## config.mk

```make
export PLATFORM = sky130hd
export DESIGN_NAME = box_particle_collision
export DESIGN_NICKNAME = d
export VERILOG_FILES = /design/src/hw/rtl/bpc_pkg.sv /design/src/hw/rtl/bpc_axis.sv /design/src/hw/rtl/box_particle_collision.sv
export VERILOG_INCLUDE_DIRS = /design/src /design/src/hw/rtl
export SDC_FILE = /design/constraint.sdc
export NUM_CORES = 2
export LEC_CHECK = 0
export BUFFER_PORTS_ARGS = -buffer_cell sky130_fd_sc_hd__buf_4
export CORE_ASPECT_RATIO = 1.75
export CORE_UTILIZATION = 48
export CTS_CLUSTER_DIAMETER = 60
export DETAILED_ROUTE_END_ITERATION = 10
export GPL_TIMING_DRIVEN = 1
export HOLD_SLACK_MARGIN = 0.06
export PLACE_DENSITY = 0.67
export SLEW_MARGIN = 5
export SYNTH_ARGS = -nofsm -noshare
export SYNTH_HDL_FRONTEND = slang
export SYNTH_HIERARCHICAL = 1
export SYNTH_SLANG_ARGS = --single-unit
```

## constraint.sdc

```tcl
create_clock -name aclk -period 10.3 [get_ports aclk]
set_input_delay 1.03 -clock aclk [delete_from_list [all_inputs] [get_ports aclk]]
set_output_delay 1.03 -clock aclk [all_outputs]
set_load 0.02 [all_outputs]
```

## src/hw/rtl/box_particle_collision_macros.svh

```systemverilog
// Assertion macros for the box/particle collision block.
// Included by the RTL files that carry concurrent checks; no other dependencies.
`ifndef BOX_PARTICLE_COLLISION_MACROS_SVH
`define BOX_PARTICLE_COLLISION_MACROS_SVH

// Same-cycle implication, disabled while reset is asserted (active low).
`ifndef SYNTH
`define BPC_ASSERT_IMP(label, clk, rstn, ante, cons, msg) \
    label: assert property (@(posedge clk) disable iff (!(rstn)) (ante) |-> (cons)) \
        else $error(msg);
`else
`define BPC_ASSERT_IMP(label, clk, rstn, ante, cons, msg)
`endif

// Next-cycle implication, disabled while reset is asserted (active low).
`ifndef SYNTH
`define BPC_ASSERT_NXT(label, clk, rstn, ante, cons, msg) \
    label: assert property (@(posedge clk) disable iff (!(rstn)) (ante) |=> (cons)) \
        else $error(msg);
`else
`define BPC_ASSERT_NXT(label, clk, rstn, ante, cons, msg)
`endif

`endif

```

## src/hw/rtl/bpc_pkg.sv

```systemverilog
// Shared types, constants and helpers for the box/particle collision block.
// No dependencies; used by bpc_axis and box_particle_collision.
`default_nettype none

package bpc_pkg;

    // box_mode register codes
    typedef enum logic {
        MODE_OBSTACLE = 1'b0,
        MODE_BOUNDARY = 1'b1
    } mode_t;

    // configuration register indexes
    localparam logic [2:0] REG_CENTER_X = 3'd0;
    localparam logic [2:0] REG_CENTER_Y = 3'd1;
    localparam logic [2:0] REG_CENTER_Z = 3'd2;
    localparam logic [2:0] REG_HALF_X   = 3'd3;
    localparam logic [2:0] REG_HALF_Y   = 3'd4;
    localparam logic [2:0] REG_HALF_Z   = 3'd5;
    localparam logic [2:0] REG_BOX_MODE = 3'd6;

    // normal magnitudes, signed Q2.16
    localparam logic signed [17:0] Q_ONE       = 18'sd65536;
    localparam logic signed [17:0] Q_INV_SQRT2 = 18'sd46341;
    localparam logic signed [17:0] Q_INV_SQRT3 = 18'sd37837;

    // per-axis result handed to the top level
    typedef struct packed {
        logic signed [34:0] pen;       // penetration, exact
        logic               diff_neg;  // pos - center < 0
        logic               diff_zero; // pos - center == 0
        logic signed [31:0] cont_obst; // obstacle push-out coordinate
        logic signed [31:0] cont_bnd;  // boundary push-in coordinate
    } axis_res_t;

    // clamp a 35-bit value to the signed 32-bit range
    function automatic logic signed [31:0] sat32(input logic signed [34:0] v);
        logic fits;
        fits = (v[34:31] == 4'b0000) || (v[34:31] == 4'b1111);
        if (fits) begin
            return v[31:0];
        end else if (v[34]) begin
            return {1'b1, 31'd0};
        end else begin
            return {1'b0, {31{1'b1}}};
        end
    endfunction

endpackage

`default_nettype wire

```

## src/hw/rtl/bpc_axis.sv

```systemverilog
// One axis of the sphere/box test: distance, penetration and contact candidates.
// Depends on bpc_pkg.
`default_nettype none

module bpc_axis (
    input  wire logic signed [31:0] pos,
    input  wire logic signed [31:0] center,
    input  wire logic        [30:0] half,
    input  wire logic        [23:0] radius,
    input  wire bpc_pkg::mode_t     mode,
    output bpc_pkg::axis_res_t      res
);

    logic signed [32:0] diff;
    logic signed [34:0] diff_e;
    logic signed [34:0] dabs;
    logic signed [34:0] half_e;
    logic signed [34:0] rad_e;
    logic signed [34:0] cen_e;
    logic signed [34:0] sum_hr;
    logic signed [34:0] dif_hr;

    assign diff   = {pos[31], pos} - {center[31], center};
    assign diff_e = {{2{diff[32]}}, diff};
    assign dabs   = diff[32] ? -diff_e : diff_e;
    assign half_e = {4'b0000, half};
    assign rad_e  = {11'd0, radius};
    assign cen_e  = {{3{center[31]}}, center};
    assign sum_hr = half_e + rad_e;
    assign dif_hr = half_e - rad_e;

    always_comb begin
        res.diff_neg  = diff[32];
        res.diff_zero = (diff == '0);
        unique case (mode)
            bpc_pkg::MODE_OBSTACLE: res.pen = half_e - dabs + rad_e;
            bpc_pkg::MODE_BOUNDARY: res.pen = dabs - half_e + rad_e;
            default:                res.pen = '0;
        endcase
        // obstacle: out along the side the particle sits on
        res.cont_obst = bpc_pkg::sat32(diff[32] ? cen_e - sum_hr : cen_e + sum_hr);
        // boundary: back inside, on the wall the particle crossed
        res.cont_bnd  = bpc_pkg::sat32((diff[32] || res.diff_zero) ? cen_e - dif_hr
                                                                   : cen_e + dif_hr);
    end

endmodule

`default_nettype wire

```

## src/hw/rtl/box_particle_collision.sv

```systemverilog
// Top level of the sphere versus axis-aligned box collision block.
// Depends on bpc_pkg, bpc_axis and box_particle_collision_macros.svh.
`default_nettype none
`include "box_particle_collision_macros.svh"

// Tests one particle per item against a configurable box and returns one
// result item per input item. Throughput is one item per clock unless m_tready
// is held low. Each item passes an input register and then a result register,
// with the single pass of per-axis adders and the axis select between the two;
// m_tvalid rises once the item is in the result register. While a finished
// result waits for m_tready, one more item is still taken into the input
// register; after that s_tready stays low until the result leaves. The box
// (center, half sizes, mode) is written through the cfg_* channel, which is
// always ready; write it only while no item is in flight. Box and valid
// registers reset to zero (obstacle mode, a zero-size box at the origin).
module box_particle_collision (
    input  wire logic         aclk,
    input  wire logic         aresetn,
    // configuration write channel
    input  wire logic         cfg_valid,
    output      logic         cfg_ready,
    input  wire logic [2:0]   cfg_index,
    input  wire logic [31:0]  cfg_data,
    // particle input
    input  wire logic         s_tvalid,
    output      logic         s_tready,
    input  wire logic [119:0] s_tdata,   // pos_x[31:0], pos_y[63:32], pos_z[95:64],
                                         // radius[119:96]
    // collision result
    output      logic         m_tvalid,
    input  wire logic         m_tready,
    output      logic [151:0] m_tdata,   // normal_x[17:0], normal_y[35:18],
                                         // normal_z[53:36], contact_x[85:54],
                                         // contact_y[117:86], contact_z[149:118],
                                         // zero pad[151:150]
    output      logic         m_tuser    // hit[0]
);

    // ---------------- configuration ----------------
    logic signed [31:0] center_reg [3];
    logic        [30:0] half_reg   [3];
    bpc_pkg::mode_t     box_mode_reg;

    assign cfg_ready = 1'b1;

    always_ff @(posedge aclk) begin
        if (!aresetn) begin
            for (int i = 0; i < 3; i++) begin
                center_reg[i] <= '0;
                half_reg[i]   <= '0;
            end
            box_mode_reg <= bpc_pkg::MODE_OBSTACLE;
        end else if (cfg_valid && cfg_ready) begin
            // out-of-range indexes fall through and are dropped
            case (cfg_index)
                bpc_pkg::REG_CENTER_X: center_reg[0] <= cfg_data;
                bpc_pkg::REG_CENTER_Y: center_reg[1] <= cfg_data;
                bpc_pkg::REG_CENTER_Z: center_reg[2] <= cfg_data;
                bpc_pkg::REG_HALF_X:   half_reg[0]   <= cfg_data[30:0];
                bpc_pkg::REG_HALF_Y:   half_reg[1]   <= cfg_data[30:0];
                bpc_pkg::REG_HALF_Z:   half_reg[2]   <= cfg_data[30:0];
                bpc_pkg::REG_BOX_MODE: box_mode_reg  <= bpc_pkg::mode_t'(cfg_data[0]);
                default: ;
            endcase
        end
    end

    // ---------------- handshake ----------------
    logic in_valid_reg;
    logic out_valid_reg;
    logic out_adv;     // result register may load this cycle
    logic in_take;

    assign out_adv  = !out_valid_reg || m_tready;
    assign s_tready = !in_valid_reg || out_adv;
    assign in_take  = s_tvalid && s_tready;

    always_ff @(posedge aclk) begin
        if (!aresetn) begin
            in_valid_reg  <= 1'b0;
            out_valid_reg <= 1'b0;
        end else begin
            if (in_take) begin
                in_valid_reg <= 1'b1;
            end else if (out_adv) begin
                in_valid_reg <= 1'b0;
            end
            if (out_adv) begin
                out_valid_reg <= in_valid_reg;
            end
        end
    end

    // ---------------- input register ----------------
    logic signed [31:0] pos_reg [3];
    logic        [23:0] radius_reg;

    always_ff @(posedge aclk) begin
        if (in_take) begin
            pos_reg[0] <= s_tdata[31:0];
            pos_reg[1] <= s_tdata[63:32];
            pos_reg[2] <= s_tdata[95:64];
            radius_reg <= s_tdata[119:96];
        end
    end

    // ---------------- per-axis arithmetic ----------------
    bpc_pkg::axis_res_t axis_res [3];

    for (genvar g = 0; g < 3; g++) begin : gen_axis
        bpc_axis u_axis (
            .pos    (pos_reg[g]),
            .center (center_reg[g]),
            .half   (half_reg[g]),
            .radius (radius_reg),
            .mode   (box_mode_reg),
            .res    (axis_res[g])
        );
    end

    // ---------------- hit decision and result ----------------
    logic [2:0]         pen_pos;   // penetration strictly positive
    logic [2:0]         sel_ax;    // obstacle: one-hot winning axis
    logic [1:0]         pen_cnt;
    logic signed [17:0] mag;
    logic               hit_next;
    logic signed [17:0] normal_next  [3];
    logic signed [31:0] contact_next [3];

    always_comb begin
        for (int i = 0; i < 3; i++) begin
            pen_pos[i] = !axis_res[i].pen[34] && (axis_res[i].pen != '0);
        end

        // smallest penetration wins, ties to X then Y
        priority if (axis_res[0].pen <= axis_res[1].pen &&
                     axis_res[0].pen <= axis_res[2].pen) begin
            sel_ax = 3'b001;
        end else if (axis_res[1].pen <= axis_res[0].pen &&
                     axis_res[1].pen <= axis_res[2].pen) begin
            sel_ax = 3'b010;
        end else begin
            sel_ax = 3'b100;
        end

        pen_cnt = {1'b0, pen_pos[0]} + {1'b0, pen_pos[1]} + {1'b0, pen_pos[2]};
        unique case (pen_cnt)
            2'd0: mag = '0;
            2'd1: mag = bpc_pkg::Q_ONE;
            2'd2: mag = bpc_pkg::Q_INV_SQRT2;
            2'd3: mag = bpc_pkg::Q_INV_SQRT3;
        endcase

        unique case (box_mode_reg)
            bpc_pkg::MODE_OBSTACLE: hit_next = &pen_pos;
            bpc_pkg::MODE_BOUNDARY: hit_next = |pen_pos;
            default:                hit_next = 1'b0;
        endcase

        for (int i = 0; i < 3; i++) begin
            normal_next[i]  = '0;
            contact_next[i] = pos_reg[i];
            if (box_mode_reg == bpc_pkg::MODE_OBSTACLE) begin
                if (sel_ax[i]) begin
                    normal_next[i]  = axis_res[i].diff_neg ? -bpc_pkg::Q_ONE : bpc_pkg::Q_ONE;
                    contact_next[i] = axis_res[i].cont_obst;
                end
            end else begin
                if (pen_pos[i]) begin
                    normal_next[i]  = (axis_res[i].diff_neg || axis_res[i].diff_zero)
                                      ? mag : -mag;
                    contact_next[i] = axis_res[i].cont_bnd;
                end
            end
            // no hit: everything reads zero
            if (!hit_next) begin
                normal_next[i]  = '0;
                contact_next[i] = '0;
            end
        end
    end

    // ---------------- result register ----------------
    logic               hit_reg;
    logic signed [17:0] normal_reg  [3];
    logic signed [31:0] contact_reg [3];

    always_ff @(posedge aclk) begin
        if (out_adv && in_valid_reg) begin
            hit_reg <= hit_next;
            for (int i = 0; i < 3; i++) begin
                normal_reg[i]  <= normal_next[i];
                contact_reg[i] <= contact_next[i];
            end
        end
    end

    assign m_tvalid = out_valid_reg;
    assign m_tuser  = hit_reg;
    assign m_tdata  = {2'b00, contact_reg[2], contact_reg[1], contact_reg[0],
                       normal_reg[2], normal_reg[1], normal_reg[0]};

    // ---------------- checks ----------------
    `BPC_ASSERT_IMP(a_nohit_zero, aclk, aresetn, m_tvalid && !m_tuser, m_tdata == '0, "miss not 0")
    `BPC_ASSERT_IMP(a_hit_normal, aclk, aresetn, m_tvalid, m_tuser == (m_tdata[53:0] != '0), "hit")
    `BPC_ASSERT_IMP(a_full_stall, aclk, aresetn, in_valid_reg && !out_adv, !s_tready, "full take")
    `BPC_ASSERT_NXT(a_take_held, aclk, aresetn, in_take, in_valid_reg, "accepted item lost")

endmodule

`default_nettype wire

```

Yosys cells after proc, flatten, opt, wreduce, memory -nomap -nowiden
Memory sizes are Yosys's and may differ from the RTL's. Cells that the tools add are included.

Add/subtract/negate cells: 39. Order comparisons: 4. Equality and inequality tests: 15. Mux-type cells: 95. Bitwise gates (word level): 7. Reduce and logical (&&, ||, !) cells: 41.

Operator list (count): 2-to-1 mux 32 bit (27); 2-to-1 mux 18 bit (18); 2-to-1 mux 35 bit (9); adder 35 x 25 -> 35 bit (6); case mux 35 bit (2 select lines) (3); subtractor 32 x 32 -> 33 bit (6); <= comparator 35 bit (4); negation 33 -> 35 bit (3); nonzero test 35 bit (3); subtractor 32 x 35 -> 35 bit (3); subtractor 35 x 32 -> 35 bit (3); adder 32 x 33 -> 34 bit (3); subtractor 32 x 33 -> 34 bit (3); adder 32 x 32 -> 33 bit (3); logical NOT 33 bit (3); adder 31 x 24 -> 32 bit (3); subtractor 31 x 24 -> 32 bit (3); 2-to-1 mux 31 bit (3); case mux 18 bit (4 select lines) (1); 2-to-1 mux 1 bit (31); equality test 4 bit (second input constant) (6); logical NOT 4 bit (6); negation 18 bit (1); logical OR 1 bit (11); 19 further kinds (39).

Register bits: 28. Bits in writable memories: 435. Input port bits: 160. Output and inout bits: 156. Word-level logic and storage cells: 211. Memories: 5.

Memories: center_reg (depth 3, bits a word 32, read ports 3, clocked after Yosys merged registers in 0, wr ports 3, RTL line box_particle_collision.sv:40) `logic signed [31:0] center_reg [3];`; contact_reg (depth 3, bits a word 32, read ports 3, clocked after Yosys merged registers in 0, wr ports 3, RTL line box_particle_collision.sv:186) `logic signed [31:0] contact_reg [3];`; pos_reg (depth 3, bits a word 32, read ports 3, clocked after Yosys merged registers in 0, wr ports 3, RTL line box_particle_collision.sv:95) `logic signed [31:0] pos_reg [3];`; half_reg (depth 3, bits a word 31, read ports 3, clocked after Yosys merged registers in 0, wr ports 3, RTL line box_particle_collision.sv:41) `logic [30:0] half_reg [3];`; normal_reg (depth 3, bits a word 18, read ports 3, clocked after Yosys merged registers in 0, wr ports 3, RTL line box_particle_collision.sv:185) `logic signed [17:0] normal_reg [3];`.

Longest topological paths before layout
An unclocked memory read counts as a cell.

Depth after elaboration: 18. Mapped depth: 46. Gate-level depth less buffers: 42.

Cells and area by module
Netlist, hierarchy kept.

Modules (own cells, without submodules): box_particle_collision (times used 1, cells each 1485, area each 20602.3 um2); bpc_axis at gen_axis[0].u_axis (times used 1, cells each 2383, area each 17107.7 um2); bpc_axis at gen_axis[1].u_axis (times used 1, cells each 2266, area each 16483.3 um2); bpc_axis at gen_axis[2].u_axis (times used 1, cells each 2280, area each 16114.2 um2).

Worst setup path after synthesis
Ideal clock, no wire load.

Path type: reg-to-reg. Start: mem pos_reg[0][0]. End: mem contact_reg[2][11] (netlist: contact_reg[0][75]) (data pin). Arrival: 9.683 ns. Path slack: 0.449 ns. Stages on the path, launching flop included: 45. Period minus slack after synthesis: 9.851 ns. Cells stage by stage: edfxtp_1 > inv_1 > ha_1 > fa_1 > nand2b_1 > a21oi_1 > a21oi_1 > a21o_1 > and3_1 > clkbuf_1 > a211o_1 > a21boi_0 > o31a_1 > clkinv_1 > clkbuf_1 > clkbuf_1 > o21ai_0 > inv_1 > [... 9 more ...] > o21ai_0 > a2111oi_0 > o21ai_0 > a31o_2 > xnor2_1 > a21oi_1 > inv_1 > ha_1 > and4_1 > and3_2 > nand4_1 > a31oi_1 > nor4_4 > mux2i_2 > o211a_1 > clkbuf_1 > o21ai_0 > a221oi_2.

RTL lines (RTL line): from (decl) (box_particle_collision.sv:95); to (decl) (box_particle_collision.sv:186).

==> key figures <==
STA
  • Clock Skews: 0.05330 ns
  • Slew HR: slightly below 8%
  • Final count of pins violating max slew: 0
  • RSZ-0062 raised after global routing: yes
  • Fin worst setup slack: 0.07863 ns
  • Final period util: 99.24%
  • Final Hold Fails: 0
  • Tmin final: 10.22 ns
  • Worst-Margin Slew: roughly 1.4 ns
  • Fmax: about 100 MHz
  • Final setup violation count: 0

Power
  • Peak VDD IR: ~0.00036 V
  • Lkg Pwr: 38.06 nW
  • Pwr Density: 350.2 mW/mm^2

Route
  • Pre-antenna DRT Iters: 6
  • Vias per cell: 6.240
  • ANT nets after route: 0
  • Routed WL: 333600 microns
  • 1st-iter DRT viols: between 5k and 6k
  • Drt drc: 0
  • Via count: 71.02k
  • Wire per inst: 29.31 microns

Floorplanning
  • Initial Util: about half
  • FP Rows: 185
  • Die Ht: 508.3 microns
  • Ports: approximately 320
  • Die area: about 0.15 sq mm
  • Core Footprint: approximately 0.15 sq mm
  • Horiz. Die Dim: 291.3 microns

Global route
  • Met3 usage: a little over a tenth
  • Total track usage: ~44%
  • Initial antenna violation count: 44
  • Largest net degree at the start of global routing: ~120
  • Vias in the first global route: 70.20k
  • GR Overflow Total: 0
  • Met1 Track Usage GR: approximately 40%
  • Most Crowded Layer GR: met2
  • First-pass GRT wire length: ~470000 microns
  • Met2 Use GR: 73.73%

Setup path
  • Critical Path Start: pos_reg[0][65]
  • Critical Path Most Common Cell: buf_4
  • Worst EP arrival: roughly 11 ns
  • Crit-path max FO: 5
  • WP data required: 10.74 ns
  • Kind of critical path: reg -> reg
  • CP bufs+invs: 10
  • Crit path max-delay family: compound AO/OA/AOI/OAI gates
  • RR Startpoint: pos_reg[0][65]
  • Critical Path Sink Type: register
  • Crit-path slowest cell: nor2_1
  • CP peak stage delay: approximately 0.67 ns
  • Critical Path Source Type: register

Logic synthesis
  • Post-synth EDFFs: 433
  • Top cell type by total area after synthesis: edfxtp_1
  • Mapped Cells: around 8.4k
  • Number of synthesized register bits: ~440
  • Avg Inst Size Synth: 8.356 sq um
  • Top FF cell, synth: edfxtp_1
  • Synth Cell Area: about 0.07 sq mm
  • Post-synth top area share: 18.49%
  • Register area share after synthesis: between 10% and 20%
  • Synth unique cells: between 100 and 150
  • Synth top area cells: edfxtp_1 18%, ha_1 15%, xnor2_1 6.7%, a21oi_1 5.3%, fa_1 4.6%
  • Synth async-reset ratio: 0%
  • YS warnings: 6

Min path
  • Min-delay worst type: in -> reg
  • Hold Path Origin: s_tdata[29]

Cells and area
  • Commonest non-fill, non-tap cells in the layout: 1197 x buf_4, 845 x ha_1, 717 x a21oi_1, 678 x inv_1, 557 x nor2_1
  • Final nets: 10.60k
  • Fill count: approximately 13k
  • Layout cells sized above 1: about 20%
  • Commonest non-fill, non-tap cell in the layout: buf_4
  • Post-route cell area: about 0.085 sq mm
  • Area growth syn-to-layout: 20.70%

Place
  • Dpl ws: -0.6978 ns
  • Placed cell area: 0.08033 sq mm
  • Hpwl dp: about 270000 microns
  • Routability cong.: 1.140
  • PortBufs: about 310

Clocking
  • Clk_lat worst skew: 0.72 ns
  • # clock sinks: 436
  • Worst-path clk slew: 0.06 ns
  • H-tree depth: 3
  • Clock buffer count from CTS: 66
  • CTS root buffer: clkbuf_16
  • CTS tree: built
  • CTS max path bufs: 3

Run status
  • Status: complete, no violations

Job
  • Max Cap Viol: 0
-- metal layers --
layer,wire [microns],up-vias
met2,157500,3192
met5,75,-
li1,-,32465
met3,22800,1406
met1,104900,33944
met4,48280,14
-- path summary, 6_finish.rpt --
path,endpoint,slack (ns),depth (start not counted)
setup / recovery,normal_reg[0][52],0.08,40
hold / removal,pos_reg[0][29],0.49,1
setup reg to reg,normal_reg[0][52],0.08,40
hold reg to reg,m_tvalid,0.54,1
-- area by class of cell --
| type | instances | area [sq um] | share of cell area, % |
|---|---|---|---|
| Antenna cell | 51 | 127.6 | 0.1504 |
| Clock buffer | 76 | 1689 | 1.990 |
| Clock inverter | 45 | 596.8 | 0.7033 |
| Inverter | 706 | 2659 | 3.133 |
| Multi-Input combinational cell | 6953 | 54470 | 64.19 |
| Sequential cell | 436 | 13070 | 15.40 |
| Tap cell | 1870 | 2340 | 2.757 |
| Timing Repair Buffer | 1245 | 9912 | 11.68 |
-- per-stage QoR --
stage / std cells / power, mW / setup TNS [ns] / utilization (%) / hold slack (ns)
floorplan: 8418 / 15.84 / 0 / - / 0.4768
global placement: 11153 / 24.46 / -50.06 / 55.26 / 0.5225
detailed placement: 11153 / 24.63 / -62.80 / 55.26 / 0.5218
CTS: 11278 / 27.53 / 0 / 57.02 / 0.4656
global route: 11354 / 31.25 / -16.36 / 58.33 / 0.4777
finish: 11382 / 29.72 / 0 / 58.38 / 0.4899
-- where the power goes --
group / internal [mW] / switching [mW]
Sequential: 2.07 / 0.155
Clock: 1.41 / 1.05
Combinational: 10.4 / 14.6
Total: 13.9 / 15.8
-- timing repair --
item / 4_1_cts / 5_1_grt
endpoints found under the setup margin: 119 / 124
pin swaps: 10 / 152
hold buffers: 0 / 0
setup buffers: 3 / 51
cloned: 1 / 5
resized for setup: 52 / 278
-- cells in the mapped netlist (all sizes together), types with 57 or more instances --
library cell  instances
o21a                 95
mux2i               163
nor3                172
a21o                379
nor4                 75
and2                126
o31ai                67
xnor2               542
clkbuf              205
nand2               501
a211oi               73
a21oi               757
o21bai               99
o21ai               480
a31oi               103
nand3               172
nand4                89
ha                  867
nor2b               107
or3                  58
fa                  160
edfxtp              433
inv                 695
nor2                564
maj3                 93
o211ai               57
nand2b              106
and3                 94
buf                 117
xor2                289
-- worst register-to-register path, delay by kind of cell (launching register included) --
| kind | cells | cell delay (ns) |
|---|---|---|
| buffers and inverters | 10 | 1.63 |
| adders and majority gates | 4 | 1.82 |
| AOI/OAI and AO/OA | 15 | 3.62 |
| and+or+nand+nor | 9 | 2.02 |
| DFF | 1 | 0.44 |
| xor gates and xnor gates | 2 | 0.44 |
-- logic make-up (layout without fill, tap and decap cells) --
logic type               Yosys count  after routing  share of synthesized area (%)
multiplexers                     175            175                          2.541
adder cells (fa/ha/maj)         1120           1120                          21.43
XOR/XNOR                         831            831                          10.40
other                              5             60                        0.02670
buffers and inverters           1029           2072                          6.239
AO/OA/AOI/OAI                   2566           2566                          24.34
flip-flops                       436            436                          18.58
AND/OR/NAND/NOR                 2252           2252                          16.45
Note: power is estimated with default switching activity, not from simulation.
